## src/hdl/integral_image_stream_core_defines.svh

```systemverilog
// Assertion macros shared by the integral image stream core.
`ifndef INTEGRAL_IMAGE_STREAM_CORE_DEFINES_SVH
`define INTEGRAL_IMAGE_STREAM_CORE_DEFINES_SVH
`ifndef ASSERT_OFF
`define IIS_ASSERT(lbl, clk, rst_n, prop, msg) \
    lbl: assert property (@(posedge clk) disable iff (!rst_n) (prop)) else $error(msg);
`define IIS_ASSERT_NEVER(lbl, clk, rst_n, cond, msg) \
    lbl: assert property (@(posedge clk) disable iff (!rst_n) !(cond)) else $error(msg);
`else
`define IIS_ASSERT(lbl, clk, rst_n, prop, msg)
`define IIS_ASSERT_NEVER(lbl, clk, rst_n, cond, msg)
`endif
`endif

```

## src/hdl/iis_pkg.sv

```systemverilog
// Types and constants shared by the integral image stream core.
package iis_pkg;
    localparam int MAX_WIDTH   = 1024;
    localparam int MAX_HEIGHT  = 1024;
    localparam int PIXEL_BITS  = 8;
    localparam int SIZE_BITS   = 11;
    localparam int SUM_BITS    = 28;
    localparam int COL_BITS    = $clog2(MAX_WIDTH);
    localparam int ROW_BITS    = $clog2(MAX_HEIGHT);
    localparam int ROWSUM_BITS = PIXEL_BITS + COL_BITS;
    localparam int FIFO_DEPTH  = 2;
    localparam int REG_BITS    = 1;

    localparam logic [REG_BITS-1:0] REG_IMAGE_WIDTH  = 1'b0;
    localparam logic [REG_BITS-1:0] REG_IMAGE_HEIGHT = 1'b1;

    localparam logic [SIZE_BITS-1:0] SIZE_RESET = SIZE_BITS'(1024);

    typedef struct packed {
        logic [ROWSUM_BITS-1:0] row_sum;
        logic [COL_BITS-1:0]    col;
        logic                   top_row;
        logic                   row_last;
        logic                   plane_last;
    } t_item;
endpackage

```

## src/hdl/iis_fifo.sv

```systemverilog
// Short queue between the front end and the line buffer back end.
module iis_fifo (
    input  logic           i_clk,
    input  logic           i_rst_n,
    input  logic           i_push,
    input  iis_pkg::t_item i_push_item,
    input  logic           i_pop,
    output logic           o_full,
    output logic           o_empty,
    output iis_pkg::t_item o_head
);
    localparam int PTR_BITS = (iis_pkg::FIFO_DEPTH > 1) ? $clog2(iis_pkg::FIFO_DEPTH) : 1;
    localparam int CNT_BITS = $clog2(iis_pkg::FIFO_DEPTH + 1);

    iis_pkg::t_item        r_mem [iis_pkg::FIFO_DEPTH];
    logic [PTR_BITS-1:0]   r_wr_ptr, r_rd_ptr;
    logic [CNT_BITS-1:0]   r_count;

    assign o_full  = (r_count == CNT_BITS'(iis_pkg::FIFO_DEPTH));
    assign o_empty = (r_count == '0);
    assign o_head  = r_mem[r_rd_ptr];

    always_ff @(posedge i_clk) begin
        if (i_push) begin
            r_mem[r_wr_ptr] <= i_push_item;
        end
    end

    always_ff @(posedge i_clk) begin
        if (!i_rst_n) begin
            r_wr_ptr <= '0;
            r_rd_ptr <= '0;
            r_count  <= '0;
        end else begin
            if (i_push) begin
                r_wr_ptr <= (r_wr_ptr == PTR_BITS'(iis_pkg::FIFO_DEPTH - 1)) ?
                            '0 : r_wr_ptr + 1'b1;
            end
            if (i_pop) begin
                r_rd_ptr <= (r_rd_ptr == PTR_BITS'(iis_pkg::FIFO_DEPTH - 1)) ?
                            '0 : r_rd_ptr + 1'b1;
            end
            if (i_push && !i_pop) begin
                r_count <= r_count + 1'b1;
            end else if (!i_push && i_pop) begin
                r_count <= r_count - 1'b1;
            end
        end
    end
endmodule

```

## config.mk

```make
export PLATFORM = sky130hd
export DESIGN_NAME = iis_fifo
export DESIGN_NICKNAME = d
export VERILOG_FILES = /design/src/hdl/integral_image_stream_core_defines.svh /design/src/hdl/iis_pkg.sv /design/src/hdl/iis_fifo.sv
export SDC_FILE = /design/constraint.sdc
export NUM_CORES = 1
export LEC_CHECK = 0
export BUFFER_PORTS_ARGS = -buffer_cell sky130_fd_sc_hd__buf_2
export CORE_MARGIN = 2
export CORE_UTILIZATION = 50
export DETAILED_ROUTE_END_ITERATION = 16
export PLACE_DENSITY = 0.77
export SETUP_SLACK_MARGIN = 0.4
export SLEW_MARGIN = 20
export SYNTH_ARGS = -nofsm -noshare
export SYNTH_HDL_FRONTEND = slang
export SYNTH_SLANG_ARGS = --single-unit
```

## constraint.sdc

```tcl
create_clock -name i_clk -period 6.5 [get_ports i_clk]
set_input_delay 0.325 -clock i_clk [delete_from_list [all_inputs] [get_ports i_clk]]
set_output_delay 0.325 -clock i_clk [all_outputs]
set_load 0.02 [all_outputs]
```

Yosys cells after proc, flatten, opt, wreduce, memory -nomap -nowiden
Memory sizes are Yosys's and may differ from the RTL's. A register that Yosys moved wholly into a read port is not among the register bits.
Cells that the tools add are included.
{ "word_totals": {"input_bits": 35, "ramBits": 62, "wordCells": 23, "mem_count": 1, "reg_bits": 4} }
{ "memory_table": {"columns": ["memory", "words", "word_bits", "read_ports", "rd_ports_with_merged_regs", "wr", "line", "rtl"], "rows": [
  ["r_mem", 2, 31, 1, 1, 1, "iis_fifo.sv:15", "iis_pkg::t_item r_mem [iis_pkg::FIFO_DEPTH];"]
]} }
{ "classes": {"n_mux": 8, "addsub": 4, "n_reduce_logical": 6, "n_eq_ne": 1} }
{ "ops": {"columns": ["operator", "n"], "rows": [
  ["1-bit 2-to-1 mux", 6],
  ["2-bit 2-to-1 mux", 2],
  ["1-bit adder (second input constant)", 2],
  ["2-bit by 1-bit adder with 2-bit output (second input constant)", 1],
  ["2-bit equality test (second input constant)", 1],
  ["1-bit logical AND", 2],
  ["1-bit logical NOT", 2],
  ["2-bit logical NOT", 1],
  ["2-bit nonzero test", 1],
  ["2-bit by 1-bit subtractor with 2-bit output (second input constant)", 1]
]} }

Longest topological paths before layout
Gate-level depths: netlist (run 1).
{ "logic_depth": {"word_depth": 4, "ltp_mapped": 5, "mapped_depth_nobuf": 5} }

Worst setup path before layout (run 1)
Ideal clock, no wire load.
{ "synth_timing": {"path_type": "input -> register", "start": "input i_push", "end": "memory r_mem[0][0] in the netlist's numbering, enable pin", "path_slack_ns": 4.315, "setup_ns": 0.424, "t_arrival_ns": 1.761, "cell_stages": 1, "cell_sequence": "nor2b_1"} }
{ "synth_via": {"elab_chain_len": 2} }
{ "synth_rtl": {"columns": ["element", "line", "rtl"], "rows": [
  ["start: declaration", "iis_fifo.sv:5", "input logic i_push,"],
  ["1-bit 2-to-1 mux", "iis_fifo.sv:24", "if (i_push) begin"],
  ["1-bit 2-to-1 mux (implied by the code)", "iis_fifo.sv:25", "r_mem[r_wr_ptr] <= i_push_item;"],
  ["end: declaration", "iis_fifo.sv:15", null]
]} }
Every way passes these cells.

==> impl_metrics.csv, run 1 <==
group,metric,value,unit
detailed_routing,dr.pass1.iters,3,
timing,rsz0062_at_grt,"no",
global_routing,overflow,0,
timing,max_slew_margin,38.35,%
synth,yosysTopAreaCell,"edfxtp_1",
layout,n_antenna_cell,0,
synth,syn-num-nets,154,
global_routing,grt_pass1_vias,1322,
synth,netlist.area_leader.share,76.15,%
power_and_ir_drop,ir_drop,0.0002317,V
clock_tree,numCtsBuffers,9,
clock_tree,cts_tree,"built",
clock_tree,clk_path_buf_depth,2,
status,status,"finished clean",
global_routing,grt_max_degree,33,
layout,drive_gt1_share,58.00,%
clock_tree,cts.sink_count,67,
placed_design,hpwlAfterDp,2718,um
global_routing,track_usage,16.11,%
worst_setup_path,crit_required,6.17,ns
worst_setup_path,end_kind,"output port",
synth,synth_area_leaders,"edfxtp_1 76%, mux2_2 14%, dfxtp_1 4.1%",
worst_setup_path,r2r_end,"r_mem[1][17]$_DFFE_PP_",
worst_setup_path,reg2reg_slack,4.93,ns
detailed_routing,drtIter0Drc,68,
detailed_routing,drt-total-wl,4063,um
min_path,hold_depth,1,
timing,worst_hold_slack,0.1712,ns
layout,stdcell_count,267,
clock_tree,clk_latency,0.34,ns
clock_tree,clockRootBuffer,"clkbuf_8",
clock_tree,post-cts-setup-buffer-count,0,
worst_setup_path,worstPathArrival,1.83,ns
power_and_ir_drop,pwr_density_cell,327.5,nW/um2
layout,syn2layout_area_growth,26.92,%
synth,synth-seq-area-share,80.25,%
floorplanning,ioPinCount,68,
detailed_routing,vias,1271,
clock_tree,hold_buffers,0,
timing,setup_viol,0,
synth,avgSynthCellArea,20.72,um2
detailed_routing,drt_drc_violations_left,0,
synth,synth_warnings,0,
floorplanning,die_area,5465,um2
synth,synthDistinctLibCells,16,
synth,ys_ff_latch,67,
clock_tree,cts_max_level,3,
floorplanning,die_h,73.93,um
min_path,min_from,"i_push_item[9]",
detailed_routing,vias_per_cell,4.760,
power_and_ir_drop,p_leak,0.001194,uW
placed_design,io_buffers,67,
timing,skew,0.006350,ns
timing,tns,0,ns
worst_setup_path,critical_path_class,"register to output port",
clock_tree,cts_resized,0,
placed_design,dp_cells,251,
floorplanning,start_util,51.76,%
worst_setup_path,crit_path_max_fanout,21,
layout,nFillCells,355,
timing,hold_viol_final,0,
floorplanning,num_rows,25,
timing,period_needed,2.151,ns
worst_setup_path,worst_setup_path_start_kind,"register",
min_path,hold-path-endpoint,"r_mem[0][9]$_DFFE_PP_",
floorplanning,die_x,73.93,um
timing,worst_slew_pin_slew,0.9228,ns
floorplanning,fp.coreArea,4723,um2
timing,drv_slew,0,
flow_run,maxCapViolations,0,
global_routing,grt_pass1_wl,6065,um
worst_setup_path,r2r_cells,2,
clock_tree,clkTransAtPathRegs,0.07,ns
synth,netlist_area,2445,um2
timing,fin_crit_sh,33.09,%
worst_setup_path,rr_startpoint,"r_wr_ptr$_SDFFE_PN0P_",
layout,nNetsFinal,231,
placed_design,gp_congestion,0.6929,
detailed_routing,ant_nets,0,
timing,fmax,464.9,MHz
synth,syn_inst,118,
global_routing,antenna_found_initial,0,
min_path,holdCritPathClass,"primary input to register",
detailed_routing,routedWlPerCell,15.22,um
-- worst max-delay path, cell delays in order, from the launching register on --
cell and delay [ns]:
dfxtp_1 0.58, buf_4 0.37, mux2_2 0.38, buf_2 0.16
-- how the worst max path moves through the flow --
stage / from / end / slack, ns / cells past startpoint
after floorplan: i_push / r_mem[0][0]$_DFFE_PP_ / 4.32 / 1
after global placement: register / o_head[10] / 4.70 / 3
after detailed placement: register / o_head[10] / 4.67 / 3
after CTS: register / o_head[10] / 4.30 / 3
after global routing: register / o_head[3] / 4.21 / 3
final: register / o_head[10] / 4.35 / 3
-- synthesized netlist by cell type --
master     n
mux2_2    31
nor2b_1    2
o21ai_0    1
xnor2_1    1
and2_1     4
dfxtp_1    5
a21boi_1   1
edfxtp_1  62
o21a_1     1
inv_1      1
buf_2      3
ha_1       1
xor2_1     2
and2b_2    1
nor2_1     1
or3_1      1
-- stage by stage --
step	power, uW	utilization, %	instance area [um2]	worst slack (ns)
2_1_floorplan	587.6	-	2445	4.315
6_report	1016	65.70	3103	4.349
5_1_grt	1056	65.70	3103	4.214
4_1_cts	1025	65.70	3103	4.300
3_3_place_gp	626.3	60.79	2872	4.695
3_5_place_dp	631.1	60.79	2872	4.669
-- placed cells by master (no fill, tap or decap) --
cell type  instances
clkbuf_8           9
mux2_2            31
bufinv_16          3
clkinv_2           2
nor2b_4            1
buf_4              2
o21a_1             1
or3_1              1
nor2b_1            1
o21ai_0            1
xnor2_1            1
and2_1             4
ha_1               1
edfxtp_1          62
xor2_1             2
inv_1              1
dfxtp_1            5
buf_2             67
a21boi_1           1
nor2_1             1
and2b_2            1
clkinv_1           1
clkbuf_1           1
-- cell type report --
type | count | area [um2] | area share (%)
Multi-Input combinational cell | 47 | 471.7 | 15.20
Clock buffer | 10 | 127.6 | 4.113
Clock inverter | 6 | 103.9 | 3.347
Timing Repair Buffer | 69 | 350.3 | 11.29
Inverter | 1 | 3.754 | 0.1210
Sequential cell | 67 | 1962 | 63.23
Tap cell | 67 | 83.83 | 2.702
-- sequential cells by signal, summed over array words and instances (netlist names), named ones only --
signal and count:
r_mem 62, r_wr_ptr 1, r_count 2, r_rd_ptr 1
-- power by group --
group | total (uW) | internal, uW | switching [uW] | leakage [uW]
sequential | 507 | 497 | 9.43 | 0.000623
combinational | 113 | 49.0 | 64.4 | 0.000453
clock | 396 | 252 | 144 | 0.000118
-- routing by layer --
layer,wire (um),global-route usage (%),share of wire [%],vias to the layer above
li1,-,-,-,610
met1,1594,17.23,39,610
met2,2099,26.19,52,44
met3,288,7.545,7.1,7
met4,81,9.293,2.0,0
met5,0,0,0,-
-- logic make-up (layout without fill, tap and decap cells) --
kind of cell / Yosys count / count (layout) / synth area share (%)
AO/OA/AOI/OAI: 3 / 3 / 0.8189
adder cells (fa/ha/maj): 1 / 1 / 0.5117
flip-flops: 67 / 67 / 80.25
AND/OR/NAND/NOR: 9 / 9 / 2.303
multiplexers: 31 / 31 / 14.28
buffers and inverters: 4 / 86 / 0.7673
XOR/XNOR: 3 / 3 / 1.075
(Power assumes the default switching activity.)
==> inputs of run 2 (changes only) <==
Clock period 6.5 ns to 2.2 ns, I/O delays scaled along.
==> impl_metrics.csv, run 2 (same netlist as run 1, synthesis figures left out) <==
group,metric,value,unit
status,status,"finished clean",
layout,final_cell_mix,"67 x buf_2, 62 x edfxtp_1, 31 x mux2_2, 31 x dlygate4sd3_1, 11 x clkbuf_8",
layout,syn2layout_area_growth,38.69,%
power_and_ir_drop,total_power,2771,uW
timing,rsz0062_at_grt,"no",
placed_design,hpwlAfterDp,2783,um
detailed_routing,ant_nets,0,
placed_design,gp_congestion,0.6938,
layout,reg.largest.list,"r_mem (62), r_count (2)",
floorplanning,num_rows,25,
worst_setup_path,rr_startpoint,"r_wr_ptr$_SDFFE_PN0P_",
worst_setup_path,critical_path_class,"register to output port",
detailed_routing,vias_per_cell,4.643,
floorplanning,die_x,73.93,um
floorplanning,ioPinCount,68,
flow_run,maxCapViolations,0,
power_and_ir_drop,ir_drop,0.0004273,V
layout,n_antenna_cell,0,
detailed_routing,vias,1393,
layout,largest_reg_flops,62,
clock_tree,cts.sink_count,67,
detailed_routing,dr.pass1.iters,4,
power_and_ir_drop,pwr_density_cell,817.3,nW/um2
global_routing,grt_pass1_wl,6568,um
layout,drive_gt1_share,50.64,%
min_path,min_from,"i_rst_n",
global_routing,grt_pass1_vias,1479,
clock_tree,cts_tree,"built",
power_and_ir_drop,p_leak,0.001311,uW
worst_setup_path,crit_required,2.09,ns
global_routing,overflow,0,
worst_setup_path,r2r_end,"r_mem[0][27]$_DFFE_PP_",
timing,fmax,599.5,MHz
global_routing,grt_max_degree,27,
worst_setup_path,worst_setup_path_start_kind,"register",
timing,hold_viol_final,0,
worst_setup_path,worstPathArrival,1.56,ns
clock_tree,clockRootBuffer,"clkbuf_8",
detailed_routing,drt_drc_violations_left,0,
layout,regMostFlops,"r_mem",
clock_tree,clkTransAtPathRegs,0.06,ns
timing,skew,0.006758,ns
layout,mostFrequentLayoutCell,"buf_2",
floorplanning,die_h,73.93,um
placed_design,post_dp_cell_area,2907,um2
timing,max_slew_margin,72.92,%
global_routing,track_usage,17.17,%
worst_setup_path,crit_path_max_fanout,21,
worst_setup_path,r2r_cells,2,
clock_tree,clk_path_buf_depth,2,
worst_setup_path,reg2reg_slack,0.97,ns
layout,final_area,3391,um2
timing,fin_crit_sh,75.82,%
min_path,hold_depth,2,
floorplanning,start_util,51.76,%
timing,setup_viol,0,
clock_tree,clk_latency,0.33,ns
detailed_routing,drt-total-wl,4429,um
floorplanning,fp.coreArea,4723,um2
global_routing,antenna_found_initial,0,
placed_design,io_buffers,67,
worst_setup_path,end_kind,"output port",
timing,tns,0,ns
clock_tree,numCtsBuffers,9,
detailed_routing,drtIter0Drc,71,
min_path,hold-path-endpoint,"r_wr_ptr$_SDFFE_PN0P_",
timing,drv_slew,0,
timing,worst_slew_pin_slew,0.4044,ns
floorplanning,die_area,5465,um2
min_path,holdCritPathClass,"primary input to register",
layout,nNetsFinal,264,
clock_tree,cts_max_level,3,
detailed_routing,routedWlPerCell,14.76,um
timing,period_needed,1.668,ns
timing,worst_hold_slack,0.03802,ns
## run 2: cell count changes in the layout (fill, tap and decap cells not counted), moves of 2 or more
cell | previous run | this run
dlygate4sd3_1 | 0 | 31
bufinv_16 | 3 | 0
buf_12 | 0 | 2
clkbuf_1 | 1 | 3
clkbuf_8 | 9 | 11
## run 2: power by group
part / switching (uW) / leakage [uW] / internal [uW] / total (uW)
clock network: 413 / 0.0000905 / 468 / 882
logic: 201 / 0.000596 / 191 / 392
registers: 28.6 / 0.000624 / 1470 / 1500
total: 643 / 0.00131 / 2130 / 2770
## run 2: timing repair
item                       4_1_cts  5_1_grt
setup endpoints to repair       21        0
gates resized for setup          1        0
hold endpoints to repair        62        0
hold buffers                    31        0
setup buffers                    0        0
## run 2: stage by stage
step	setup slack [ns]	util [%]	cells
2_1_floorplan	0.6376	-	118
3_3_place_gp	0.7384	61.54	253
3_5_place_dp	0.6987	61.54	253
4_1_cts	0.5092	71.79	300
5_1_grt	0.4673	71.79	300
6_report	0.5320	71.79	300
## run 2: final cells by class
class	instances	area, um2
sequential	67	1963
fill	310	1333
timing repair buffer	102	700.7
multi-input combinational	47	466.7
clock buffer	14	162.7
tap	67	83.83
clock inverter	2	10.01
inverter	1	3.754
## run 2: layer usage
metal / global-route usage (%) / up-vias / part of all wire, %
met5: 0 / - / 0
met4: 12.73 / 0 / 3.4
met3: 4.252 / 11 / 3.3
met2: 29.46 / 41 / 53
met1: 18.16 / 666 / 40
li1: - / 675 / -
## run 2: critical path: stages, from the launching register on
cell     delay [ns]
dfxtp_2        0.49
buf_12         0.21
mux2_2         0.36
buf_2          0.16
## run 2: worst max path at each step
| stage | from | end | cells after the start |
|---|---|---|---|
| 3_3_place_gp | register | o_head[15] | 3 |
| 4_1_cts | register | o_head[22] | 3 |
| 2_1_floorplan | r_wr_ptr$_SDFFE_PN0P_ | r_mem[0][0]$_DFFE_PP_ | 1 |
| 5_1_grt | register | o_head[27] | 3 |
| 6_report | register | o_head[15] | 3 |
| 3_5_place_dp | register | o_head[22] | 3 |
