===== config.mk =====
export PLATFORM = sky130hd
export DESIGN_NAME = iis_front
export DESIGN_NICKNAME = d
export VERILOG_FILES = /design/src/hdl/iis_pkg.sv /design/src/hdl/iis_front.sv
export VERILOG_INCLUDE_DIRS = /design/src /design/src/hdl
export SDC_FILE = /design/constraint.sdc
export NUM_CORES = 1
export LEC_CHECK = 0
export BUFFER_PORTS_ARGS = -buffer_cell sky130_fd_sc_hd__buf_4
export CORE_UTILIZATION = 55
export DETAILED_ROUTE_END_ITERATION = 12
export HOLD_SLACK_MARGIN = 0.02
export PLACE_DENSITY = 0.76
export SLEW_MARGIN = 25
export SYNTH_ARGS = -nofsm -noshare
export SYNTH_HDL_FRONTEND = slang
export SYNTH_SLANG_ARGS = --single-unit

===== constraint.sdc =====
create_clock -name i_clk -period 5.02 [get_ports i_clk]
set_input_delay 0.753 -clock i_clk [delete_from_list [all_inputs] [get_ports i_clk]]
set_output_delay 0.753 -clock i_clk [all_outputs]
set_load 0.03 [all_outputs]

===== src/hdl/integral_image_stream_core_defines.svh =====
// Assertion macros shared by the integral image stream core.
`ifndef INTEGRAL_IMAGE_STREAM_CORE_DEFINES_SVH
`define INTEGRAL_IMAGE_STREAM_CORE_DEFINES_SVH
`ifndef ASSERT_OFF
`define IIS_ASSERT(lbl, clk, rst_n, prop, msg) \
    lbl: assert property (@(posedge clk) disable iff (!rst_n) (prop)) else $error(msg);
`define IIS_ASSERT_NEVER(lbl, clk, rst_n, cond, msg) \
    lbl: assert property (@(posedge clk) disable iff (!rst_n) !(cond)) else $error(msg);
`else
`define IIS_ASSERT(lbl, clk, rst_n, prop, msg)
`define IIS_ASSERT_NEVER(lbl, clk, rst_n, cond, msg)
`endif
`endif


===== src/hdl/iis_pkg.sv =====
// Types and constants shared by the integral image stream core.
package iis_pkg;
    localparam int MAX_WIDTH   = 1024;
    localparam int MAX_HEIGHT  = 1024;
    localparam int PIXEL_BITS  = 8;
    localparam int SIZE_BITS   = 11;
    localparam int SUM_BITS    = 28;
    localparam int COL_BITS    = $clog2(MAX_WIDTH);
    localparam int ROW_BITS    = $clog2(MAX_HEIGHT);
    localparam int ROWSUM_BITS = PIXEL_BITS + COL_BITS;
    localparam int FIFO_DEPTH  = 2;
    localparam int REG_BITS    = 1;

    localparam logic [REG_BITS-1:0] REG_IMAGE_WIDTH  = 1'b0;
    localparam logic [REG_BITS-1:0] REG_IMAGE_HEIGHT = 1'b1;

    localparam logic [SIZE_BITS-1:0] SIZE_RESET = SIZE_BITS'(1024);

    typedef struct packed {
        logic [ROWSUM_BITS-1:0] row_sum;
        logic [COL_BITS-1:0]    col;
        logic                   top_row;
        logic                   row_last;
        logic                   plane_last;
    } t_item;
endpackage


===== src/hdl/iis_front.sv =====
// Front end: accepts pixels, tracks row and column, keeps the row running sum.
`include "integral_image_stream_core_defines.svh"
module iis_front (
    input  logic                               i_clk,
    input  logic                               i_rst_n,
    input  logic [iis_pkg::SIZE_BITS-1:0]      i_image_width,
    input  logic [iis_pkg::SIZE_BITS-1:0]      i_image_height,
    input  logic                               i_valid,
    input  logic [iis_pkg::PIXEL_BITS-1:0]     i_pixel,
    input  logic                               i_queue_full,
    output logic                               o_ready,
    output logic                               o_push,
    output iis_pkg::t_item                     o_push_item
);
    logic [iis_pkg::COL_BITS-1:0]    r_col, n_col;
    logic [iis_pkg::ROW_BITS-1:0]    r_row, n_row;
    logic [iis_pkg::ROWSUM_BITS-1:0] r_row_sum, n_row_sum;
    logic [iis_pkg::SIZE_BITS-1:0]   w_width, w_height;
    logic [iis_pkg::COL_BITS-1:0]    w_last_col;
    logic [iis_pkg::ROW_BITS-1:0]    w_last_row;
    logic [iis_pkg::ROWSUM_BITS-1:0] w_sum;
    logic                            w_accept, w_end_row, w_end_plane;

    // Zero acts as one, anything above the maximum acts as the maximum.
    always_comb begin
        if (i_image_width == '0) begin
            w_width = iis_pkg::SIZE_BITS'(1);
        end else if (i_image_width > iis_pkg::SIZE_BITS'(iis_pkg::MAX_WIDTH)) begin
            w_width = iis_pkg::SIZE_BITS'(iis_pkg::MAX_WIDTH);
        end else begin
            w_width = i_image_width;
        end
        if (i_image_height == '0) begin
            w_height = iis_pkg::SIZE_BITS'(1);
        end else if (i_image_height > iis_pkg::SIZE_BITS'(iis_pkg::MAX_HEIGHT)) begin
            w_height = iis_pkg::SIZE_BITS'(iis_pkg::MAX_HEIGHT);
        end else begin
            w_height = i_image_height;
        end
    end

    assign w_last_col  = iis_pkg::COL_BITS'(w_width - iis_pkg::SIZE_BITS'(1));
    assign w_last_row  = iis_pkg::ROW_BITS'(w_height - iis_pkg::SIZE_BITS'(1));
    assign w_end_row   = (r_col >= w_last_col);
    assign w_end_plane = w_end_row && (r_row >= w_last_row);
    assign w_sum       = r_row_sum + iis_pkg::ROWSUM_BITS'(i_pixel);
    assign o_ready     = !i_queue_full;
    assign w_accept    = i_valid && o_ready;
    assign o_push      = w_accept;

    always_comb begin
        o_push_item.row_sum    = w_sum;
        o_push_item.col        = r_col;
        o_push_item.top_row    = (r_row == '0);
        o_push_item.row_last   = w_end_row;
        o_push_item.plane_last = w_end_plane;
    end

    always_comb begin
        n_col     = r_col;
        n_row     = r_row;
        n_row_sum = r_row_sum;
        if (w_accept) begin
            if (w_end_row) begin
                n_col     = '0;
                n_row_sum = '0;
                n_row     = w_end_plane ? '0 : r_row + 1'b1;
            end else begin
                n_col     = r_col + 1'b1;
                n_row_sum = w_sum;
            end
        end
    end

    always_ff @(posedge i_clk) begin
        if (!i_rst_n) begin
            r_col     <= '0;
            r_row     <= '0;
            r_row_sum <= '0;
        end else begin
            r_col     <= n_col;
            r_row     <= n_row;
            r_row_sum <= n_row_sum;
        end
    end

    `IIS_ASSERT(a_row_restart, i_clk, i_rst_n, w_accept && w_end_row |=> r_col == '0 && r_row_sum == '0, "row end did not restart column and row sum")
    `IIS_ASSERT(a_idle_hold, i_clk, i_rst_n, !w_accept |=> $stable(r_col) && $stable(r_row) && $stable(r_row_sum), "counters moved without a beat")
endmodule


Word level (Yosys, flattened, before mapping). Cells that the tools add are included.

Register bits after elaboration: 38. Output and inout port bits: 33. Word-level logic and storage cells: 26.

Add/sub/neg operators: 5. $lt $le $gt $ge: 4. Muxes and demuxes: 7. Reductions and logical operators: 7.

Operators with widths (count): 10-bit 2-to-1 mux (6); 11-bit > comparator, second input constant (2); 11-bit zero test (2); 10-bit by 1-bit adder with 10-bit output, second input constant (2); 10-bit greater-or-equal comparator (2); 10-bit by 1-bit subtractor with 10-bit output, second input constant (2); 18-bit by 8-bit adder with 18-bit output (1); 18-bit 2-to-1 mux (1); 10-bit zero test (1); 1-bit logical AND (2); 2-bit AND reduction (1); 1-bit zero test (1).

Longest topological paths before layout. Gate-level depths: netlist of the first run.

Depth after elaboration: 7. Depth in mapped cells: 19. Gate-level depth less buffers: 17.

Worst setup path before layout of the first run. OpenSTA, ideal clock, no wires.

Path type: input to output. Start: input port i_image_width[0] in the netlist's numbering. End: output port o_push_item[0] in the netlist's numbering. Data arrival time: 3.786 ns. Required time: 4.267 ns. Slack: 0.481 ns. Stages: 18. Cells stage by stage: or4_1 nor4_1 o21bai_1 ha_1 o21ai_1 nor3_1 nor3b_1 a211oi_1 ha_1 nand2_1 o21ai_0 a31oi_1 and2_1 buf_6 buf_6 buf_4 nor2_1 buf_4.

Cells in the longest elaborated chain, start to end: 6. Elaborated cells on any way between the ends: 7.

Ends and longest elaborated chain: start, declared (line iis_front.sv:6) `input logic [iis_pkg::SIZE_BITS-1:0] i_image_width,`; 11-bit > comparator (line iis_front.sv:28) `end else if (i_image_width > iis_pkg::SIZE_BITS'(iis_pkg::MAX_WIDTH)) begin`; 10-bit 2-to-1 mux (line iis_front.sv:28); 10-bit 2-to-1 mux (*) (line iis_front.sv:26) `if (i_image_width == '0) begin`; 10-bit by 1-bit subtractor with 10-bit output (*) (line iis_front.sv:42) `assign w_last_col = iis_pkg::COL_BITS'(w_width - iis_pkg::SIZE_BITS'(1));`; 10-bit greater-or-equal comparator (*) (line iis_front.sv:44) `assign w_end_row = (r_col >= w_last_col);`; 1-bit logical AND (*) (line iis_front.sv:45) `assign w_end_plane = w_end_row && (r_row >= w_last_row);`; end, declared (line iis_front.sv:13) `output iis_pkg::t_item o_push_item`.

Every way passes the cells marked *; elsewhere a longest branch is shown, timed or not.

==> metrics.md, run 1 <==
| Metric | Value |
|---|---|
| Hold path start | `r_row_sum[4]$_SDFFE_PN0P_` |
| TritonCTS buffer count | `5` |
| H-tree Lvls | `2` |
| Slew Limit Fails | `0` |
| Placer Congestion | `0.8108` |
| First-pass GRT wire length | `12,760 µm` |
| Final core occ | `69.24%` |
| RSZ-0062 raised after global routing | `no` |
| Core area | `0.005540 mm²` |
| Family with the most delay on the worst path | `compound AO/OA/AOI/OAI gates` |
| Clock skew | `0.002534 ns` |
| Clock sinks | `38` |
| Synth area leader | `dfxtp_1` |
| CP cell instances | `buf_4, or4_4, nor4_4, o21ai_0, ha_1, o21ai_0, inv_1, a31oi_1, ha_1, a21o_1, a21oi_1, o21ai_0, a221oi_2, nor2_1, buf_4` |
| GRT Util Overall | `25.77%` |
| Congestion Overflow GR | `0` |
| Final net count | `534` |
| Top_reg_cell synth | `dfxtp_1` |
| Final Worst Setup Slack | `0.4286 ns` |
| P per Cell Area | `202.2 mW/mm²` |
| Tcrit/Tclk final | `91.46%` |
| Io pins | `67` |
| Synth top area cells | `dfxtp_1 24%, ha_1 13%, xnor2_1 5.5%` |
| Max stage delay cell, worst path | `or4_4` |
| Post-Place Cells | `531` |
| Vias in the first global route | `2,901` |
| Worst slew pin tran | `0.5251 ns` |
| Clk pin slew, worst setup/hold paths | `0.08 ns` |
| CP endpoint kind | `primary output` |
| Post-Syn Instances | `405` |
| Row count | `27` |
| Hold EP | `r_row_sum[4]$_SDFFE_PN0P_` |
| Worst path bufs/invs | `3` |
| Clock Latency Late Sink | `0.29 ns` |
| Post-DRT Antenna Nets | `0` |
| Register-to-Register Path Depth | `9` |
| Max Buffers Root-to-Sink | `2` |
| DRC viols | `0` |
| Run status | `finished, final reports clean` |
| Largest net degree at the start of global routing | `36` |
| Endpoints failing hold | `0` |
| Initial antenna violation count | `0` |
| Number of flops mapped to enable cells by yosys | `0` |
| Critical path class | `in -> out` |
| Reg2Reg Capture Point | `r_row_sum[8]$_SDFFE_PN0P_` |
| DR pass1 iterations | `4` |
| LEAKAGE | `0.001677 µW` |
| CP Launch Type | `input port` |
| Starting Density | `57.48%` |
| Fmax | `217.8 MHz` |
| Peak supply drop | `0.0001765 V` |
| Hold path depth | `2` |
| Clock root cell | `clkbuf_8` |
| Final setup vio count | `0` |
| Max incr delay on CP | `0.56 ns` |
| Number of distinct library cells after synthesis | `60` |
| Post-synth top cells | `38 x dfxtp_1, 38 x nand2_1, 33 x ha_1` |
| Syn nets | `473` |
| Die Wd | `78.09 µm` |
| Total number of vias | `3,119` |
| Port Buf Inserts | `66` |
| Layout Cells excl Fill | `538` |
| Synthesized area | `0.003184 mm²` |
| Max-slew headroom | `64.76%` |
| Critical Path AT | `3.84 ns` |
| Initial DRC Count | `83` |
| Maximum fanout along the worst path | `5` |
| Wire length per cell | `14.09 µm` |
| WL final | `7581 µm` |
| Syn_area_per_cell | `7.862 µm²` |
| MaxCap Viol Count | `0` |
| Synth-to-Final Area Change | `20.47%` |
| Fin Setup TNS | `0 ns` |
| Worst R2R Setup Slack | `2.62 ns` |
| Worst reg2reg path startpoint | `r_row_sum[0]$_SDFFE_PN0P_` |
| Asr flop ratio synth | `0%` |
| Inserted Diodes | `0` |
| Sequential area share after synthesis | `23.89%` |
| Post-layout min period | `4.591 ns` |
| Hold crit path type | `reg -> reg` |
| Most frequent CP cell | `o21ai_0` |
| Die area | `0.006098 mm²` |
| Area fraction of the dominant cell type after synthesis | `23.89%` |
| Die H | `78.09 µm` |
| Avg Vias per Cell | `5.797` |
| Detail Placement HPWL | `5648 µm` |
| Ys Warns | `0` |
| Setup Fix Bufs, Post-CTS | `0` |
| Worst slack at placement | `0.3224 ns` |
| CP required | `4.27 ns` |
| Share of cells above drive strength 1 | `20.60%` |
| Yosys reg bits | `38` |
| CTS tree | `built` |
==> worst reg2reg max path: stages, from the launching register on <==
cell and delay, ns:
dfxtp_1 0.33, ha_1 0.18, inv_1 0.06, fa_1 0.39
and2b_1 0.23, o2111ai_1 0.16, a21oi_2 0.29, nor2_1 0.12
or4b_1 0.50, o21ai_0 0.08
==> routing by layer <==
layer | GRT usage [%] | up-vias | wire, µm | part of all wire (%)
li1 | - | 1600 | - | -
met1 | 32.59 | 1449 | 3612 | 48
met2 | 44.74 | 62 | 3598 | 47
met3 | 4.767 | 8 | 288 | 3.8
met4 | 6.852 | 0 | 82 | 1.1
met5 | 0 | - | 0 | 0
==> metrics by stage <==
step / hold slack [ns] / area, µm² / total power, µW
6_report: 0.4540 / 3836 / 775.6
4_1_cts: 0.4584 / 3830 / 779.0
3_5_place_dp: 0.4480 / 3717 / 510.1
2_1_floorplan: 0.4345 / 3184 / 441.5
5_1_grt: 0.4822 / 3836 / 814.1
3_3_place_gp: 0.4419 / 3717 / 507.0
==> timing repair <==
action	4_1_cts	5_1_grt
endpoints found under the hold margin	0	0
hold buffers	0	0
resized for setup	0	1
setup endpoints to repair	0	1
==> final cells by class <==
| cell class | count | area [µm²] |
|---|---|---|
| inverters | 13 | 48.80 |
| fillers | 505 | 1704 |
| multi-input cells | 336 | 2283 |
| clock inverters | 1 | 30.03 |
| repair buffers | 72 | 540.5 |
| flip-flops and latches | 38 | 760.7 |
| well taps | 72 | 90.09 |
| clock buffers | 6 | 82.58 |
==> kinds of logic after synthesis <==
family | share of synthesized area [%]
XOR/XNOR | 8.802
AND/OR/NAND/NOR | 28.33
buffers and inverters | 4.598
flip-flops | 23.89
AO/OA/AOI/OAI | 20.79
adder cells (fa/ha/maj) | 13.60
==> how the worst max path moves through the flow <==
stage,start,end,cells after the start
after floorplan,i_image_width[0],o_push_item[0],18
after global placement,i_image_height[0],o_push_item[0],15
after detailed placement,i_image_height[0],o_push_item[0],15
after CTS,i_image_height[0],o_push_item[0],15
after global routing,i_image_height[0],o_push_item[0],15
final,i_image_height[0],o_push_item[0],15
==> state kept, by name (all words and copies together) (netlist names) <==
name       flops
r_row_sum     18
r_row         10
r_col         10
==> power breakdown <==
group | switching, µW | internal [µW]
registers | 4.11 | 307
logic | 113 | 79.9
clock network | 112 | 159
total | 230 | 546
==> placed cells by master (no fill, tap or decap), types with 7 or more instances in the layout <==
master and count:
a21boi_1 7, a21o_1 7, a21oi_1 31, buf_4 72, dfxtp_1 38, ha_1 33
inv_1 11, nand2_1 38, nand2b_1 10, nand3_1 24, nand4_1 7, nor2_1 27
nor3_1 9, o21ai_0 17, o22ai_1 8, xnor2_1 20, xor2_1 12
No activity file was read; power rests on OpenSTA's default activity.
==> inputs of run 2 (changes only) <==
--- a/config.mk
+++ b/config.mk
@@ -11,6 +11,7 @@
 export DETAILED_ROUTE_END_ITERATION = 12
 export HOLD_SLACK_MARGIN = 0.02
 export PLACE_DENSITY = 0.76
+export RECOVER_POWER = 100
 export SLEW_MARGIN = 25
 export SYNTH_ARGS = -nofsm -noshare
 export SYNTH_HDL_FRONTEND = slang
==> run 2 against run 1 <==
First-iteration DRC count is 1.2% lower. Worst setup slack worse by 0.071 ns. Clock skew is 0.0023 ns higher. Fmax is 1.5% lower. Register-to-register slack worse by 0.62 ns. Critical path depth stayed put. Non-clock buffer count stayed put. Total power is 1.7% lower. Largest power group unchanged.
==> metrics.md, run 2 (same netlist as run 1, synthesis figures left out) <==
| Metric | Value |
|---|---|
| Run status | `finished, final reports clean (unchanged)` |
| Cell area after placement | `0.003717 mm² (unchanged)` |
| Max-slew headroom | `35.51% (was 64.76%)` |
| Row count | `27 (unchanged)` |
| Port Buf Inserts | `66 (unchanged)` |
| Multi-input gate area | `0.002257 mm² (was 0.002283 mm²)` |
| DRC viols | `0 (unchanged)` |
| TritonCTS buffer count | `5 (unchanged)` |
| P per Cell Area | `207.2 mW/mm² (was 202.2 mW/mm²)` |
| CP endpoint kind | `primary output (unchanged)` |
| CP required | `4.27 ns (about the same)` |
| WL final | `7558 µm (was 7581 µm)` |
| CP Launch Type | `input port (unchanged)` |
| Worst slew pin tran | `0.9673 ns (was 0.5251 ns)` |
| Max Buffers Root-to-Sink | `2 (unchanged)` |
| Max FFs per register | `18 (unchanged)` |
| Final Worst Setup Slack | `0.3579 ns (was 0.4286 ns)` |
| Hold crit path type | `reg -> reg (unchanged)` |
| Post-Place Cells | `531 (unchanged)` |
| Largest registers | `r_row_sum x18, r_col x10, r_row x10 (unchanged)` |
| Top reg by flops | `r_row_sum (unchanged)` |
| Fmax | `214.5 MHz (was 217.8 MHz)` |
| Most frequent CP cell | `o21ai_0 (unchanged)` |
| Placer Congestion | `0.8108 (unchanged)` |
| Filler cell count | `540 (was 505)` |
| Layout Cells excl Fill | `538 (unchanged)` |
| Detail Placement HPWL | `5648 µm (unchanged)` |
| CTS Hold Bufs | `0 (unchanged)` |
| # resized after CTS | `0 (unchanged)` |
| Initial DRC Count | `82 (was 83)` |
| Clock skew | `0.004881 ns (was 0.002534 ns)` |
| Clock root cell | `clkbuf_8 (unchanged)` |
| Peak supply drop | `0.0001615 V (was 0.0001765 V)` |
| Largest net degree at the start of global routing | `36 (unchanged)` |
| H-tree Lvls | `2 (unchanged)` |
| Initial antenna violation count | `0 (unchanged)` |
| Critical path class | `in -> out (unchanged)` |
| Inserted Diodes | `0 (unchanged)` |
| Max incr delay on CP | `0.56 ns (about the same)` |
| Fin Setup TNS | `0 ns (unchanged)` |
| Setup Fix Bufs, Post-CTS | `0 (unchanged)` |
| Critical Path AT | `3.91 ns (was 3.84 ns)` |
| Vias in the first global route | `2,901 (unchanged)` |
| Die H | `78.09 µm (unchanged)` |
| LEAKAGE | `0.001533 µW (was 0.001677 µW)` |
| Max stage delay cell, worst path | `or4_4 (unchanged)` |
| Core area | `0.005540 mm² (unchanged)` |
| Share of cells above drive strength 1 | `11.80% (was 20.60%)` |
| Wire length per cell | `14.05 µm (was 14.09 µm)` |
| Clock sinks | `38 (unchanged)` |
| GRT Util Overall | `25.77% (unchanged)` |
| Worst slack at placement | `0.3224 ns (unchanged)` |
| Design area | `0.003680 mm² (was 0.003836 mm²)` |
| Die area | `0.006098 mm² (unchanged)` |
| Commonest cells after routing, fill and taps aside | `38 x nand2_1, 38 x dfxtp_1, 37 x buf_4 (was 72 x buf_4, 38 x nand2_1, 38 x dfxtp_1)` |
| Io pins | `67 (unchanged)` |
| First-pass GRT wire length | `12,760 µm (unchanged)` |
| Hold_ws | `0.4564 ns (was 0.4540 ns)` |
| Endpoints failing hold | `0 (unchanged)` |
| Total number of vias | `3,095 (was 3,119)` |
| Final net count | `534 (unchanged)` |
| CP cell instances | `buf_4, or4_4, nor4_4, o21ai_0, ha_1, o21ai_0, inv_1, a31oi_1, ha_1, a21o_1, a21oi_1, o21ai_0, a221oi_1, nor2_1, buf_4 (was buf_4, or4_4, nor4_4, o21ai_0, ha_1, o21ai_0, inv_1, a31oi_1, ha_1, a21o_1, a21oi_1, o21ai_0, a221oi_2, nor2_1, buf_4)` |
| MaxCap Viol Count | `0 (unchanged)` |
| Tcrit/Tclk final | `92.87% (was 91.46%)` |
| Avg Vias per Cell | `5.753 (was 5.797)` |
| Clock Latency Late Sink | `0.30 ns (was 0.29 ns)` |
| DR pass1 iterations | `4 (unchanged)` |
| Starting Density | `57.48% (unchanged)` |
| Post-DRT Antenna Nets | `0 (unchanged)` |
| Synth-to-Final Area Change | `15.56% (was 20.47%)` |
| Reg area | `760.7 µm² (unchanged)` |
| Die Wd | `78.09 µm (unchanged)` |
| CTS tree | `built (unchanged)` |
| Slew Limit Fails | `0 (unchanged)` |
| Clk pin slew, worst setup/hold paths | `0.08 ns (about the same)` |
| Post-layout min period | `4.662 ns (was 4.591 ns)` |
| Congestion Overflow GR | `0 (unchanged)` |
| Maximum fanout along the worst path | `5 (unchanged)` |
| Final setup vio count | `0 (unchanged)` |
| RSZ-0062 raised after global routing | `no (unchanged)` |
[run 2: final timing paths]
path,startpoint,endpoint,slack [ns],cells after the start
setup / recovery,i_image_height[0],o_push_item[0],0.36,15
hold / removal,r_row_sum[0]$_SDFFE_PN0P_,r_row_sum[0]$_SDFFE_PN0P_,0.46,2
setup reg to reg,r_col[0]$_SDFFE_PN0P_,r_col[5]$_SDFFE_PN0P_,2.00,9
hold reg to reg,r_row_sum[0]$_SDFFE_PN0P_,r_row_sum[0]$_SDFFE_PN0P_,0.46,2
[run 2: power by group]
part / leakage (µW) / internal [µW] / switching [µW]
Sequential: 0.000307 / 307 / 4.10
Combinational: 0.00117 / 66.9 / 112
Clock: 0.0000573 / 159 / 114
[run 2: metrics by stage]
stage | total power [µW] | util (%)
finish | 762.4 | 66.42
global route | 799.5 | 66.42
CTS | 779.0 | 69.13
detailed placement | 510.1 | 67.10
global placement | 507.0 | 67.10
floorplan | 441.5 | -
[run 2: critical path, delay by kind of cell]
kind / cells / cell delay, ns
AOI/OAI and AO/OA: 7 / 1.31
and+or+nand+nor: 3 / 0.93
adders and majority gates: 2 / 0.52
buffers and inverters: 3 / 0.40
[run 2: final cells by class]
cell class                 count  share of cell area (%)
tap                           72                   2.448
inverter                      13                   1.326
sequential                    38                   20.67
clock buffer                   6                   2.244
timing repair buffer          72                   11.15
clock inverter                 1                  0.8160
multi-input combinational    336                   61.34
[run 2: layer usage]
layer / wire length, µm / share of wire, % / vias to the layer above / GRT usage [%]
met3: 310 / 4.1 / 7 / 4.767
met4: 63 / 0.83 / 0 / 6.852
met1: 3579 / 47 / 1422 / 32.59
met5: 0 / 0 / - / 0
li1: - / - / 1598 / -
met2: 3604 / 48 / 68 / 44.74
==> inputs of run 3 (changes only) <==
==> constraint.sdc (replaced) <==
create_clock -name i_clk -period 5.02 [get_ports i_clk]
set_input_delay 0.502 -clock i_clk [delete_from_list [all_inputs] [get_ports i_clk]]
set_output_delay 0.502 -clock i_clk [all_outputs]
set_load 0.03 [all_outputs]
==> run 3 against run 2 <==
Clock power increased by 18%. Register-to-register slack gained 0.07 ns. Clock skew rose by 0.0031 ns. Count of clock-buffer cells in the layout fell by 1. Non-clock buffer count down 3. Critical path depth up 1. First-iteration DRC count is 100% higher. Wire length decreased by 0.57%. Fmax rose by 3.5%. Cell count decreased by 0.37%. Sequential cell count stayed put. Highest routed layer unchanged. Via count is 1.0% higher.
==> metrics.md, run 3 (same netlist as run 1, synthesis figures left out) <==
| Metric | Value |
|---|---|
| Critical path class | `in -> out (unchanged)` |
| Multi-input gate area | `0.002261 mm² (was 0.002257 mm²)` |
| Design area | `0.003699 mm² (was 0.003680 mm²)` |
| DR pass1 iterations | `4 (unchanged)` |
| Fin Setup TNS | `0 ns (unchanged)` |
| Fmax | `222.1 MHz (was 214.5 MHz)` |
| Max-slew headroom | `14.41% (was 35.51%)` |
| Clock Latency Late Sink | `0.30 ns (about the same)` |
| Most frequent CP cell | `ha_1 (was o21ai_0)` |
| Post-layout min period | `4.502 ns (was 4.662 ns)` |
| Total number of vias | `3,127 (was 3,095)` |
| WL final | `7515 µm (was 7558 µm)` |
| MaxCap Viol Count | `0 (unchanged)` |
| Endpoints failing hold | `0 (unchanged)` |
| Initial antenna violation count | `0 (unchanged)` |
| Vias in the first global route | `2,940 (was 2,901)` |
| RSZ-0062 raised after global routing | `no (unchanged)` |
| Detail Placement HPWL | `5584 µm (was 5648 µm)` |
| LEAKAGE | `0.001542 µW (was 0.001533 µW)` |
| Max Buffers Root-to-Sink | `2 (unchanged)` |
| Wire length per cell | `14.02 µm (was 14.05 µm)` |
| Max FFs per register | `18 (unchanged)` |
| Hold path depth | `2 (unchanged)` |
| Synth-to-Final Area Change | `16.15% (was 15.56%)` |
| CTS tree | `built (unchanged)` |
| Worst R2R Setup Slack | `2.07 ns (was 2.00 ns)` |
| CP required | `4.52 ns (was 4.27 ns)` |
| Placer Congestion | `0.8457 (was 0.8108)` |
| Setup Fix Bufs, Post-CTS | `0 (unchanged)` |
| CTS Hold Bufs | `0 (unchanged)` |
| Peak supply drop | `0.0001926 V (was 0.0001615 V)` |
| Inserted Diodes | `0 (unchanged)` |
| Reg area | `760.7 µm² (unchanged)` |
| Clock root cell | `clkbuf_8 (unchanged)` |
| Final net count | `531 (was 534)` |
| Starting Density | `57.48% (unchanged)` |
| Final core occ | `66.76% (was 66.42%)` |
| Maximum fanout along the worst path | `12 (was 5)` |
| Clock sinks | `38 (unchanged)` |
| Port Buf Inserts | `66 (unchanged)` |
| Post-DRT Antenna Nets | `0 (unchanged)` |
| DRC viols | `0 (unchanged)` |
| Commonest cells after routing, fill and taps aside | `38 x nand2_1, 38 x dfxtp_1, 37 x buf_4 (unchanged)` |
| Cell area after placement | `0.003695 mm² (was 0.003717 mm²)` |
| Worst slew pin tran | `1.273 ns (was 0.9673 ns)` |
| Clk pin slew, worst setup/hold paths | `0.08 ns (about the same)` |
| CP endpoint kind | `primary output (unchanged)` |
| First-pass GRT wire length | `13,140 µm (was 12,760 µm)` |
| Max incr delay on CP | `0.58 ns (was 0.56 ns)` |
| Core area | `0.005540 mm² (unchanged)` |
| CP cell instances | `clkbuf_1, or4_1, nor4_1, o21bai_1, ha_1, o21ai_0, nor3_1, nor3b_1, a211oi_1, ha_1, nand2_1, nor2_1, a31oi_1, and2_1, inv_1, clkbuf_2 (was buf_4, or4_4, nor4_4, o21ai_0, ha_1, o21ai_0, inv_1, a31oi_1, ha_1, a21o_1, a21oi_1, o21ai_0, a221oi_1, nor2_1, buf_4)` |
| Largest net degree at the start of global routing | `36 (unchanged)` |
| Congestion Overflow GR | `0 (unchanged)` |
| Run status | `finished, final reports clean (unchanged)` |
| Die Wd | `78.09 µm (unchanged)` |
| # resized after CTS | `0 (unchanged)` |
| Avg Vias per Cell | `5.834 (was 5.753)` |
| Filler cell count | `504 (was 540)` |
| Final setup vio count | `0 (unchanged)` |
| CP Launch Type | `input port (unchanged)` |
| Hold crit path type | `reg -> reg (unchanged)` |
| Share of cells above drive strength 1 | `12.50% (was 11.80%)` |
| TritonCTS buffer count | `5 (unchanged)` |
| GRT Util Overall | `26.37% (was 25.77%)` |
| Slew Limit Fails | `0 (unchanged)` |
| Io pins | `67 (unchanged)` |
| Initial DRC Count | `164 (was 82)` |
| Largest registers | `r_row_sum x18, r_col x10, r_row x10 (unchanged)` |
| H-tree Lvls | `2 (unchanged)` |
| Critical Path AT | `4.00 ns (was 3.91 ns)` |
| Top reg by flops | `r_row_sum (unchanged)` |
| Max stage delay cell, worst path | `or4_1 (was or4_4)` |
| P per Cell Area | `219.4 mW/mm² (was 207.2 mW/mm²)` |
| Die area | `0.006098 mm² (unchanged)` |
| Die H | `78.09 µm (unchanged)` |
| Tcrit/Tclk final | `89.69% (was 92.87%)` |
| Register-to-Register Path Depth | `9 (unchanged)` |
| Clock skew | `0.007952 ns (was 0.004881 ns)` |
| Row count | `27 (unchanged)` |
-- run 3: area by class of cell --
type	instances	share of cell area [%]
multi-input cells	336	61.13
well taps	72	2.436
clock inverters	3	1.861
inverters	13	1.319
clock buffers	5	1.861
repair buffers	69	10.83
flip-flops and latches	38	20.57
-- run 3: per-stage QoR --
stage / hold slack (ns) / setup WS (ns) / total power [µW] / std cells
after CTS: 0.4601 / 0.5047 / 831.3 / 536
after global routing: 0.4842 / 0.08148 / 849.7 / 536
after detailed placement: 0.4487 / 0.5169 / 509.4 / 528
final: 0.4625 / 0.5176 / 811.4 / 536
after global placement: 0.4416 / 0.5674 / 506.1 / 528
after floorplan: 0.4345 / 0.9833 / 441.5 / 405
-- run 3: final timing paths --
path | start | to
max | i_image_width[0] | o_push_item[1]
min | r_row_sum[7]$_SDFFE_PN0P_ | r_row_sum[7]$_SDFFE_PN0P_
max reg2reg | r_col[0]$_SDFFE_PN0P_ | r_col[6]$_SDFFE_PN0P_
min reg2reg | r_row_sum[7]$_SDFFE_PN0P_ | r_row_sum[7]$_SDFFE_PN0P_
-- run 3: report_power, final --
group	internal, µW	switching [µW]
clock	199	123
combinational	67.3	111
sequential	307	3.98
-- run 3: critical path, delay by kind of cell --
kind,cells,cell delay [ns]
compound gates,4,0.76
fa+ha+maj,2,0.53
buf+inv,3,0.49
simple gates,7,1.70
-- run 3: routing by layer --
metal  wire length [µm]  vias up  GRT usage (%)  part of all wire, %
met2               3664       75          47.19                   49
met5                  0        -              0                    0
met3                333        6          4.767                  4.4
li1                   -     1594              -                    -
met4                 64        0          5.000                 0.85
met1               3452     1452          33.02                   46
